**config.mk**
```make
export PLATFORM = sky130hd
export DESIGN_NAME = traffic_light_sequencer
export DESIGN_NICKNAME = d
export VERILOG_FILES = /design/src/rtl/tls_pkg.sv /design/src/rtl/tls_core.sv /design/src/rtl/traffic_light_sequencer.sv
export SDC_FILE = /design/constraint.sdc
export NUM_CORES = 1
export LEC_CHECK = 0
export ABC_AREA = 0
export BUFFER_PORTS_ARGS = -buffer_cell sky130_fd_sc_hd__buf_2
export CAP_MARGIN = 20
export CORE_ASPECT_RATIO = 0.5
export CORE_UTILIZATION = 62
export DETAILED_ROUTE_END_ITERATION = 10
export PLACE_DENSITY = 0.85
export SLEW_MARGIN = 20
export SYNTH_ARGS = -nofsm -noshare
export SYNTH_HDL_FRONTEND = slang
export SYNTH_HIERARCHICAL = 1
export SYNTH_SLANG_ARGS = --single-unit
```
**constraint.sdc**
```tcl
create_clock -name clk -period 6.8 [get_ports clk]
set_input_delay 0.34 -clock clk [delete_from_list [all_inputs] [get_ports clk]]
set_output_delay 0.34 -clock clk [all_outputs]
set_load 0.02 [all_outputs]
```
**src/rtl/tls_pkg.sv**
```systemverilog
// Shared types and constants for the traffic light sequencer.
// No dependencies.
package tls_pkg;

  localparam logic [1:0] PH_STOP = 2'd0;
  localparam logic [1:0] PH_GO   = 2'd1;
  localparam logic [1:0] PH_WARN = 2'd2;
  localparam logic [1:0] PH_OFF  = 2'd3;

  localparam logic CFG_BASE_PERIOD = 1'b0;
  localparam logic CFG_HOLD_PERIOD = 1'b1;

  localparam logic [31:0] BASE_PERIOD_RST = 32'h04C4_B400;
  localparam logic [31:0] HOLD_PERIOD_RST = 32'h01E8_4800;

  typedef struct packed {
    logic ped;
    logic power;
  } tick_t;

endpackage

```
**src/rtl/tls_core.sv**
```systemverilog
// Light phase, base countdown and hold countdown of the traffic light sequencer.
// Depends on tls_pkg.
module tls_core #(
  parameter int COUNT_WIDTH = 32
) (
  input  logic                clk,
  input  logic                rst_n,
  input  logic                step,
  input  tls_pkg::tick_t      tick,
  input  logic [31:0]         base_period,
  input  logic [31:0]         hold_period,
  output logic [1:0]          phase_nxt
);

  function automatic logic [COUNT_WIDTH-1:0] eff_period(input logic [31:0] p);
    logic [63:0]            w;
    logic [COUNT_WIDTH-1:0] v;
    w = {32'd0, p};
    v = w[COUNT_WIDTH-1:0];
    return (v == '0) ? COUNT_WIDTH'(1) : v;
  endfunction

  logic [1:0]             phase_r;
  logic [COUNT_WIDTH-1:0] base_count_r, base_count_nxt;
  logic [COUNT_WIDTH-1:0] hold_count_r, hold_count_nxt;
  logic                   running_r, running_nxt;
  logic [COUNT_WIDTH-1:0] eff_base, eff_hold, hold_inc;
  logic                   base_exp, press;

  assign eff_base = eff_period(base_period);
  assign eff_hold = eff_period(hold_period);
  assign base_exp = running_r && (base_count_r <= COUNT_WIDTH'(1));
  assign press    = tick.power || (tick.ped && (phase_r == tls_pkg::PH_GO));
  assign hold_inc = (hold_count_r != '1) ? hold_count_r + COUNT_WIDTH'(1) : hold_count_r;

  always_comb begin
    phase_nxt      = phase_r;
    running_nxt    = running_r;
    hold_count_nxt = hold_count_r;
    base_count_nxt = base_count_r;
    if (running_r) begin
      base_count_nxt = base_exp ? eff_base : base_count_r - COUNT_WIDTH'(1);
    end
    if (base_exp) begin
      hold_count_nxt = '0;
      if (phase_r != tls_pkg::PH_OFF) begin
        phase_nxt = (phase_r == tls_pkg::PH_STOP) ? tls_pkg::PH_GO : tls_pkg::PH_STOP;
      end
    end else if (press) begin
      if (hold_inc >= eff_hold) begin
        hold_count_nxt = '0;
        base_count_nxt = eff_base;
        if (tick.power) begin
          if (phase_r == tls_pkg::PH_OFF) begin
            phase_nxt   = tls_pkg::PH_STOP;
            running_nxt = 1'b1;
          end else begin
            phase_nxt   = tls_pkg::PH_OFF;
            running_nxt = 1'b0;
          end
        end else begin
          phase_nxt   = tls_pkg::PH_WARN;
          running_nxt = 1'b1;
        end
      end else begin
        hold_count_nxt = hold_inc;
      end
    end else begin
      hold_count_nxt = '0;
    end
  end

  always_ff @(posedge clk) begin
    if (!rst_n) begin
      phase_r      <= tls_pkg::PH_STOP;
      base_count_r <= eff_period(tls_pkg::BASE_PERIOD_RST);
      running_r    <= 1'b1;
      hold_count_r <= '0;
    end else if (step) begin
      phase_r      <= phase_nxt;
      base_count_r <= base_count_nxt;
      running_r    <= running_nxt;
      hold_count_r <= hold_count_nxt;
    end
  end

endmodule

```
**src/rtl/traffic_light_sequencer.sv**
```systemverilog
// Traffic light sequencer: one timer tick per request, one lamp/phase result per tick.
// Accepts a request in every clock; its result is in the output register on the next
// cycle. in_tready drops only while a result waits and out_tready is low, since the
// single output register is the only buffering. Depends on tls_pkg and tls_core.
module traffic_light_sequencer #(
  parameter int COUNT_WIDTH = 32
) (
  input  logic        clk,
  input  logic        rst_n,
  input  logic        in_tvalid,
  output logic        in_tready,
  input  logic [7:0]  in_tdata,    // [0] power_button, [1] ped_button, [7:2] zero
  output logic        out_tvalid,
  input  logic        out_tready,
  output logic [7:0]  out_tdata,   // [0] red, [1] yellow, [2] green, [4:3] light_phase
  input  logic        cfg_we,
  input  logic        cfg_index,
  input  logic [31:0] cfg_wdata
);

  logic [31:0]    base_period_r, hold_period_r;
  logic           out_valid_r;
  logic [7:0]     out_data_r;
  logic           accept;
  logic [1:0]     phase_nxt;
  tls_pkg::tick_t tick;

  assign tick.power = in_tdata[0];
  assign tick.ped   = in_tdata[1];
  assign in_tready  = !out_valid_r || out_tready;
  assign accept     = in_tvalid && in_tready;
  assign out_tvalid = out_valid_r;
  assign out_tdata  = out_data_r;

  tls_core #(
    .COUNT_WIDTH(COUNT_WIDTH)
  ) u_core (
    .clk        (clk),
    .rst_n      (rst_n),
    .step       (accept),
    .tick       (tick),
    .base_period(base_period_r),
    .hold_period(hold_period_r),
    .phase_nxt  (phase_nxt)
  );

  always_ff @(posedge clk) begin
    if (!rst_n) begin
      base_period_r <= tls_pkg::BASE_PERIOD_RST;
      hold_period_r <= tls_pkg::HOLD_PERIOD_RST;
    end else if (cfg_we) begin
      if (cfg_index == tls_pkg::CFG_BASE_PERIOD) begin
        base_period_r <= cfg_wdata;
      end else begin
        hold_period_r <= cfg_wdata;
      end
    end
  end

  always_ff @(posedge clk) begin
    if (!rst_n) begin
      out_valid_r <= 1'b0;
    end else if (accept) begin
      out_valid_r <= 1'b1;
    end else if (out_tready) begin
      out_valid_r <= 1'b0;
    end
  end

  always_ff @(posedge clk) begin
    if (accept) begin
      out_data_r <= {3'b000, phase_nxt,
                     phase_nxt == tls_pkg::PH_GO,
                     phase_nxt == tls_pkg::PH_WARN,
                     phase_nxt == tls_pkg::PH_STOP};
    end
  end

endmodule

```
**Word level (Yosys, flattened, before mapping)**

Index checks and enable logic that the tools add are counted.

- Add/sub/neg operators: 2
- $lt $le $gt $ge: 2
- Equality and inequality tests: 6
- Multiplexer cells: 22
- Bitwise gates (word level): 2
- Reduce and logical (&&, ||, !) cells: 14

Operators with widths:

| cell | count |
|---|---|
| $mux W32 | 11 |
| $logic_not A32 Y1 | 2 |
| $add A32 B1 Y32 const B | 1 |
| $ge A32 B32 Y1 | 1 |
| $le A32 B1 Y1 const B | 1 |
| $ne A32 B32 Y1 const B | 1 |
| $sub A32 B1 Y32 const B | 1 |
| $mux W2 | 6 |
| $mux W1 | 5 |
| $eq A2 B1 Y1 const B | 2 |
| $eq A2 B2 Y1 const B | 2 |
| $logic_not A2 Y1 | 2 |
| $reduce_and A2 Y1 | 2 |
| $reduce_and A4 Y1 | 1 |
| $logic_and A1 B1 Y1 | 3 |
| $logic_or A1 B1 Y1 | 2 |
| $ne A2 B2 Y1 const B | 1 |
| $not A1 Y1 | 2 |
| $reduce_bool A2 Y1 | 1 |
| $logic_not A1 Y1 | 1 |

- Register bits: 137
- Input port bits: 46
- Output and inout port bits: 10

**Longest topological paths before layout**

- Word-level depth: 7
- Depth in mapped cells: 20
- Mapped depth without buffers: 17

**Hierarchy**

Netlist, hierarchy kept.

Modules (own cells, without submodules):

| module | instances | cells each | area each (um^2) | seq. area each (um^2) |
|---|---|---|---|---|
| tls_core | 1 | 715 | 5,509.0 | 1,341.3 |
| traffic_light_sequencer | 1 | 280 | 2,745.1 | 1,451.4 |

**Least setup slack after synthesis**

OpenSTA, ideal clock, no wires.

- Path type: reg-to-reg
- Start point: reg u_core.hold_count_r[4]
- End point: reg out_data_r[2], in the netlist out_tdata[2], data pin
- Arrival time: 3.921 ns
- Setup slack: 2.617 ns
- Stages on the path, launching flop included: 18
- Path buffers: 2
- Clock period less this slack: 4.183 ns
- Cell sequence: dfxtp_1 -> and4_1 -> and3_1 -> buf_2 -> nand4_1 -> a21oi_1 -> nand4_1 -> xnor2_1 -> ha_1 -> and4_1 -> nand4_1 -> or4_4 -> a31o_4 -> a21oi_4 -> buf_2 -> o22ai_1 -> a21oi_1 -> nor2b_1

- Cells in the longest elaborated chain, start to end: 7

RTL lines:

| item | RTL line | RTL |
|---|---|---|
| from (decl) | tls_core.sv:25 | `logic [COUNT_WIDTH-1:0] hold_count_r, hold_count_nxt;` |
| from (signal assigned) | tls_core.sv:83 | `hold_count_r <= hold_count_nxt;` |
| $add A32 B1 Y32 / $ne A32 B32 Y1 (equally long branches) | tls_core.sv:34 | `assign hold_inc = (hold_count_r != '1) ? hold_count_r + COUNT_WIDTH'(1) : hold_count_r;` |
| $mux W32 * | tls_core.sv:34 |  |
| $ge A32 B32 Y1 * | tls_core.sv:50 | `if (hold_inc >= eff_hold) begin` |
| $mux W2 * | tls_core.sv:50 |  |
| $mux W2 * | tls_core.sv:49 | `end else if (press) begin` |
| $mux W2 * | tls_core.sv:44 | `if (base_exp) begin` |
| via phase_nxt[1] | traffic_light_sequencer.sv:25 | `logic [1:0] phase_nxt;` |
| $eq A2 B1 Y1 * | traffic_light_sequencer.sv:73 | `phase_nxt == tls_pkg::PH_GO,` |
| to (signal assigned) | traffic_light_sequencer.sv:72 | `out_data_r <= {3'b000, phase_nxt,` |
| to (decl) | traffic_light_sequencer.sv:23 | `logic [7:0] out_data_r;` |

Mark *: on every way through the listed nets, which the timed path passes. The rest lies on a longest branch.
A chain may end at the register's enable or synchronous reset.

**Worst setup path after layout**

- Start point: reg u_core.hold_count_r[4]
- End point: reg u_core.base_count_r[0]

- Cells in the longest elaborated chain, start to end: 6

RTL lines:

| item | RTL line | RTL |
|---|---|---|
| $add A32 B1 Y32 / $ne A32 B32 Y1 (equally long branches) | tls_core.sv:34 |  |
| $mux W32 * | tls_core.sv:34 |  |
| $ge A32 B32 Y1 * | tls_core.sv:50 |  |
| $mux W32 * | tls_core.sv:50 |  |
| $mux W32 * | tls_core.sv:49 |  |
| $mux W32 * | tls_core.sv:44 |  |
| to (signal assigned) | tls_core.sv:76 | `base_count_r <= eff_period(tls_pkg::BASE_PERIOD_RST);` |
| to (signal assigned) | tls_core.sv:81 | `base_count_r <= base_count_nxt;` |
| to (decl) | tls_core.sv:24 | `logic [COUNT_WIDTH-1:0] base_count_r, base_count_nxt;` |

Every way passes the cells marked *; elsewhere a longest branch is shown, timed or not.

==> impl_results.md <==
- Status: complete, no violations
- Clock Root Buffer: clkbuf_16
- Setup TNS: 0 ns
- Pre-antenna DRT Iters: 6
- Via count: 7893
- WL/cell: 18.7 microns
- DR DRC count: 0
- Ports: 56
- Post-cts resize count: 0
- Sequential Power Share: 41.8%
- Family with the most delay on the worst path: compound AO/OA/AOI/OAI gates
- Post-Route WL: 22.3 mm
- Netlist cell types: 81
- Area leader, netlist: dfxtp_1
- Fill cells: 911
- Layout cell share with drive strength beyond 1: 11.1%
- Vias per cell: 6.63
- # diodes: 0
- Crit Path Max Fanout: 16
- CTS sink count: 137
- Yosys top cell area share: 32.0%
- Power Dens Cells: 234 nW/um^2
- Logic gate share of total power: 10.6%
- Final period util: 78.9%
- Number of global-route vias before repair: 7362
- Hold WC Path Type: in -> reg
- Switching pwr: 0.537 mW
- Post-synthesis cell count: 995
- Cell Chain, Critical Path: and4_1 > and3_1 > nand4_1 > a21oi_1 > nand4_1 > xnor2_1 > ha_1 > and4_1 > nand4_1 > or4_4 > a31o_4 > a21oi_4 > o21ai_1 > o31ai_1 > a211oi_1
- CP endpoint kind: register
- Skew-Pair Late Insertion Delay: 0.42 ns
- Initial antenna violation count: 0
- CP Launch Type: register
- Final Hold Fails: 0
- Yosys warns: 6
- Die area: 13800 sq um
- Area growth, synth to finish: 9.37%
- Clock buffer depth: 2
- DIE WIDTH: 165 microns
- Largest family of logic cells by synthesized area: simple AND/OR/NAND/NOR gates
- Number of port buffers: 46
- Max Slew Vio Count: 0
- Critical path class: reg -> reg
- FMAX: 186 MHz
- Sequential-to-total area share from yosys stat: 33.8%
- CTS HTree Levels: 4
- Cell Count, Final, Fillers Out: 1191
- Final setup viols: 0
- Num CTS Buffers: 17
- Post-synthesis compound-gate area fraction: 19.1%
- Most used DFF post-synth: dfxtp_1
- Adder-Cell Fraction of Synth Area: 5.61%
- CTS tree: done
- RSZ-0062 raised after global routing: no
- Leakage: 3.74 nW
- Top-count cell post-synth: nand2_1
- Clock-pin slew on the worst setup and hold paths: 0.06 ns
- Most frequent cells after synthesis: nand2_1, dfxtp_1, inv_1
- Clock share of power: 47.5%
- Drt first-iter violations: 1033
- CP peak stage delay: 0.57 ns
- Post-layout net count: 1091
- Detailed Place HPWL: 15.0 mm
- Post-Syn Area: 8250 sq um
- Mux cell area share after synthesis: 6.08%
- Largest net degree at the start of global routing: 77
- Sw frac: 25.4%
- Most common cell on crit path: nand4_1
- Register bit total from synthesis: 137
- Post-placement setup slack: 1.64 ns
- Post-CTS Setup Inserts: 0
- Xor/xnor share of the synthesized area: 3.40%
- Die Span Y: 83.6 microns
- Critical Path AT: 5.65 ns
- Peak supply drop: 0.189 mV
- Clock skew: 0.00836 ns
- Routability cong.: 0.906
- Simple-gate share of the synthesized area: 24.4%
- Post-route ant nets: 0
- Global route overflow: 0
- Synth async-reset ratio: 0%
- Placed instance count: 1159
- Initial core utilization: 64.4%
- Ranking of synthesized cells by area: dfxtp_1, nand2_1, mux2i_1
- First-pass GRT wire length: 36.4 mm
- Placeable Area: 12800 sq um
- Worst path slowest cell: or4_4
- Final worst setup slack: 1.43 ns
- # rows: 29
- # Max-Cap Violations: 0
- Pint: 1.57 mW
- Post-synth EDFFs: 5
- WP data required: 7.08 ns
- Worst Path Buf+Inv: 0
- CTS Hold Bufs: 0
- Synth Area per Inst: 8.30 sq um
- Tmin final: 5.37 ns
- Total track usage: 33.3%
- Slew @ Worst Pin: 1.05 ns
- Slew Limit Headroom: 30.0%
per-layer routing:
metal | up-vias | wire length, microns | global-route usage, %
met5 | - | 0 | 0
met4 | 0 | 485 | 12.7
met3 | 59 | 2290 | 6.81
met2 | 439 | 10000 | 51.9
met1 | 3756 | 9500 | 45.2
li1 | 3639 | - | -
state kept, by name (all words and copies together), names as in the netlist:
name	count
base_period_r	32
hold_period_r	32
u_core/base_count_r	32
u_core/hold_count_r	32
out_tdata	5
u_core/phase_r	2
out_tvalid	1
u_core/running_r	1
power by group through the flow:
stage / registers (mW) / clock network, mW / logic [mW]
floorplan: 0.885 / 0 / 0.170
global placement: 0.896 / 0 / 0.208
detailed placement: 0.897 / 0 / 0.215
CTS: 0.881 / 1.01 / 0.219
global route: 0.886 / 1.04 / 0.246
finish: 0.883 / 1.00 / 0.225
layout by cell type, fill, tap and decap left out, drive strengths merged, types with 6 or more instances in the layout:
cell	n
a21oi	43
a22o	7
a31oi	14
and2	6
and3	13
and4	7
buf	54
clkbuf	19
clkinv	6
dfxtp	132
ha	37
inv	65
mux2i	49
nand2	140
nand2b	8
nand3	32
nand3b	7
nand4	35
nor2	52
nor2b	11
nor3	22
nor4	23
o211ai	16
o21ai	68
o221ai	11
o31ai	20
or3	7
or4	11
xnor2	21
xor2	11
cells by family after synthesis:
group,count (synthesis)
XOR/XNOR,32
flip-flops,137
multiplexers,50
buffers and inverters,128
AND/OR/NAND/NOR,381
other,1
AO/OA/AOI/OAI,229
adder cells (fa/ha/maj),37
metrics by stage:
stage	area, sq um	total power, mW	hold slack [ns]	util [%]
after floorplan	8260	1.05	0.441	-
after global placement	8390	1.10	0.452	65.5
after detailed placement	8390	1.11	0.457	65.5
after CTS	9030	2.11	0.192	70.5
after global routing	9030	2.17	0.204	70.5
final	9030	2.11	0.193	70.5
worst min-delay path, stage by stage:
cell,delay [ns]
buf_2,0.09
nand2_1,0.06
mux2i_1,0.06
path summary, 6_finish.rpt:
check,start,cells past startpoint,end,slack [ns]
worst max register to register,u_core/hold_count_r[4],15,u_core/base_count_r[0],1.43
worst min register to register,hold_period_r[13],2,hold_period_r[13],0.47
worst max-delay path,u_core/hold_count_r[4],15,u_core/base_count_r[0],1.43
worst min-delay path,cfg_wdata[5],3,hold_period_r[5],0.19
final cells by class:
| cell class | count | area [sq um] | area share, % |
|---|---|---|---|
| inverter | 66 | 248 | 2.74 |
| tap | 170 | 213 | 2.36 |
| sequential | 137 | 2790 | 30.9 |
| timing repair buffer | 54 | 293 | 3.24 |
| multi-input combinational | 732 | 4850 | 53.7 |
| clock buffer | 19 | 433 | 4.80 |
| clock inverter | 13 | 201 | 2.23 |
(Power assumes the default switching activity.)
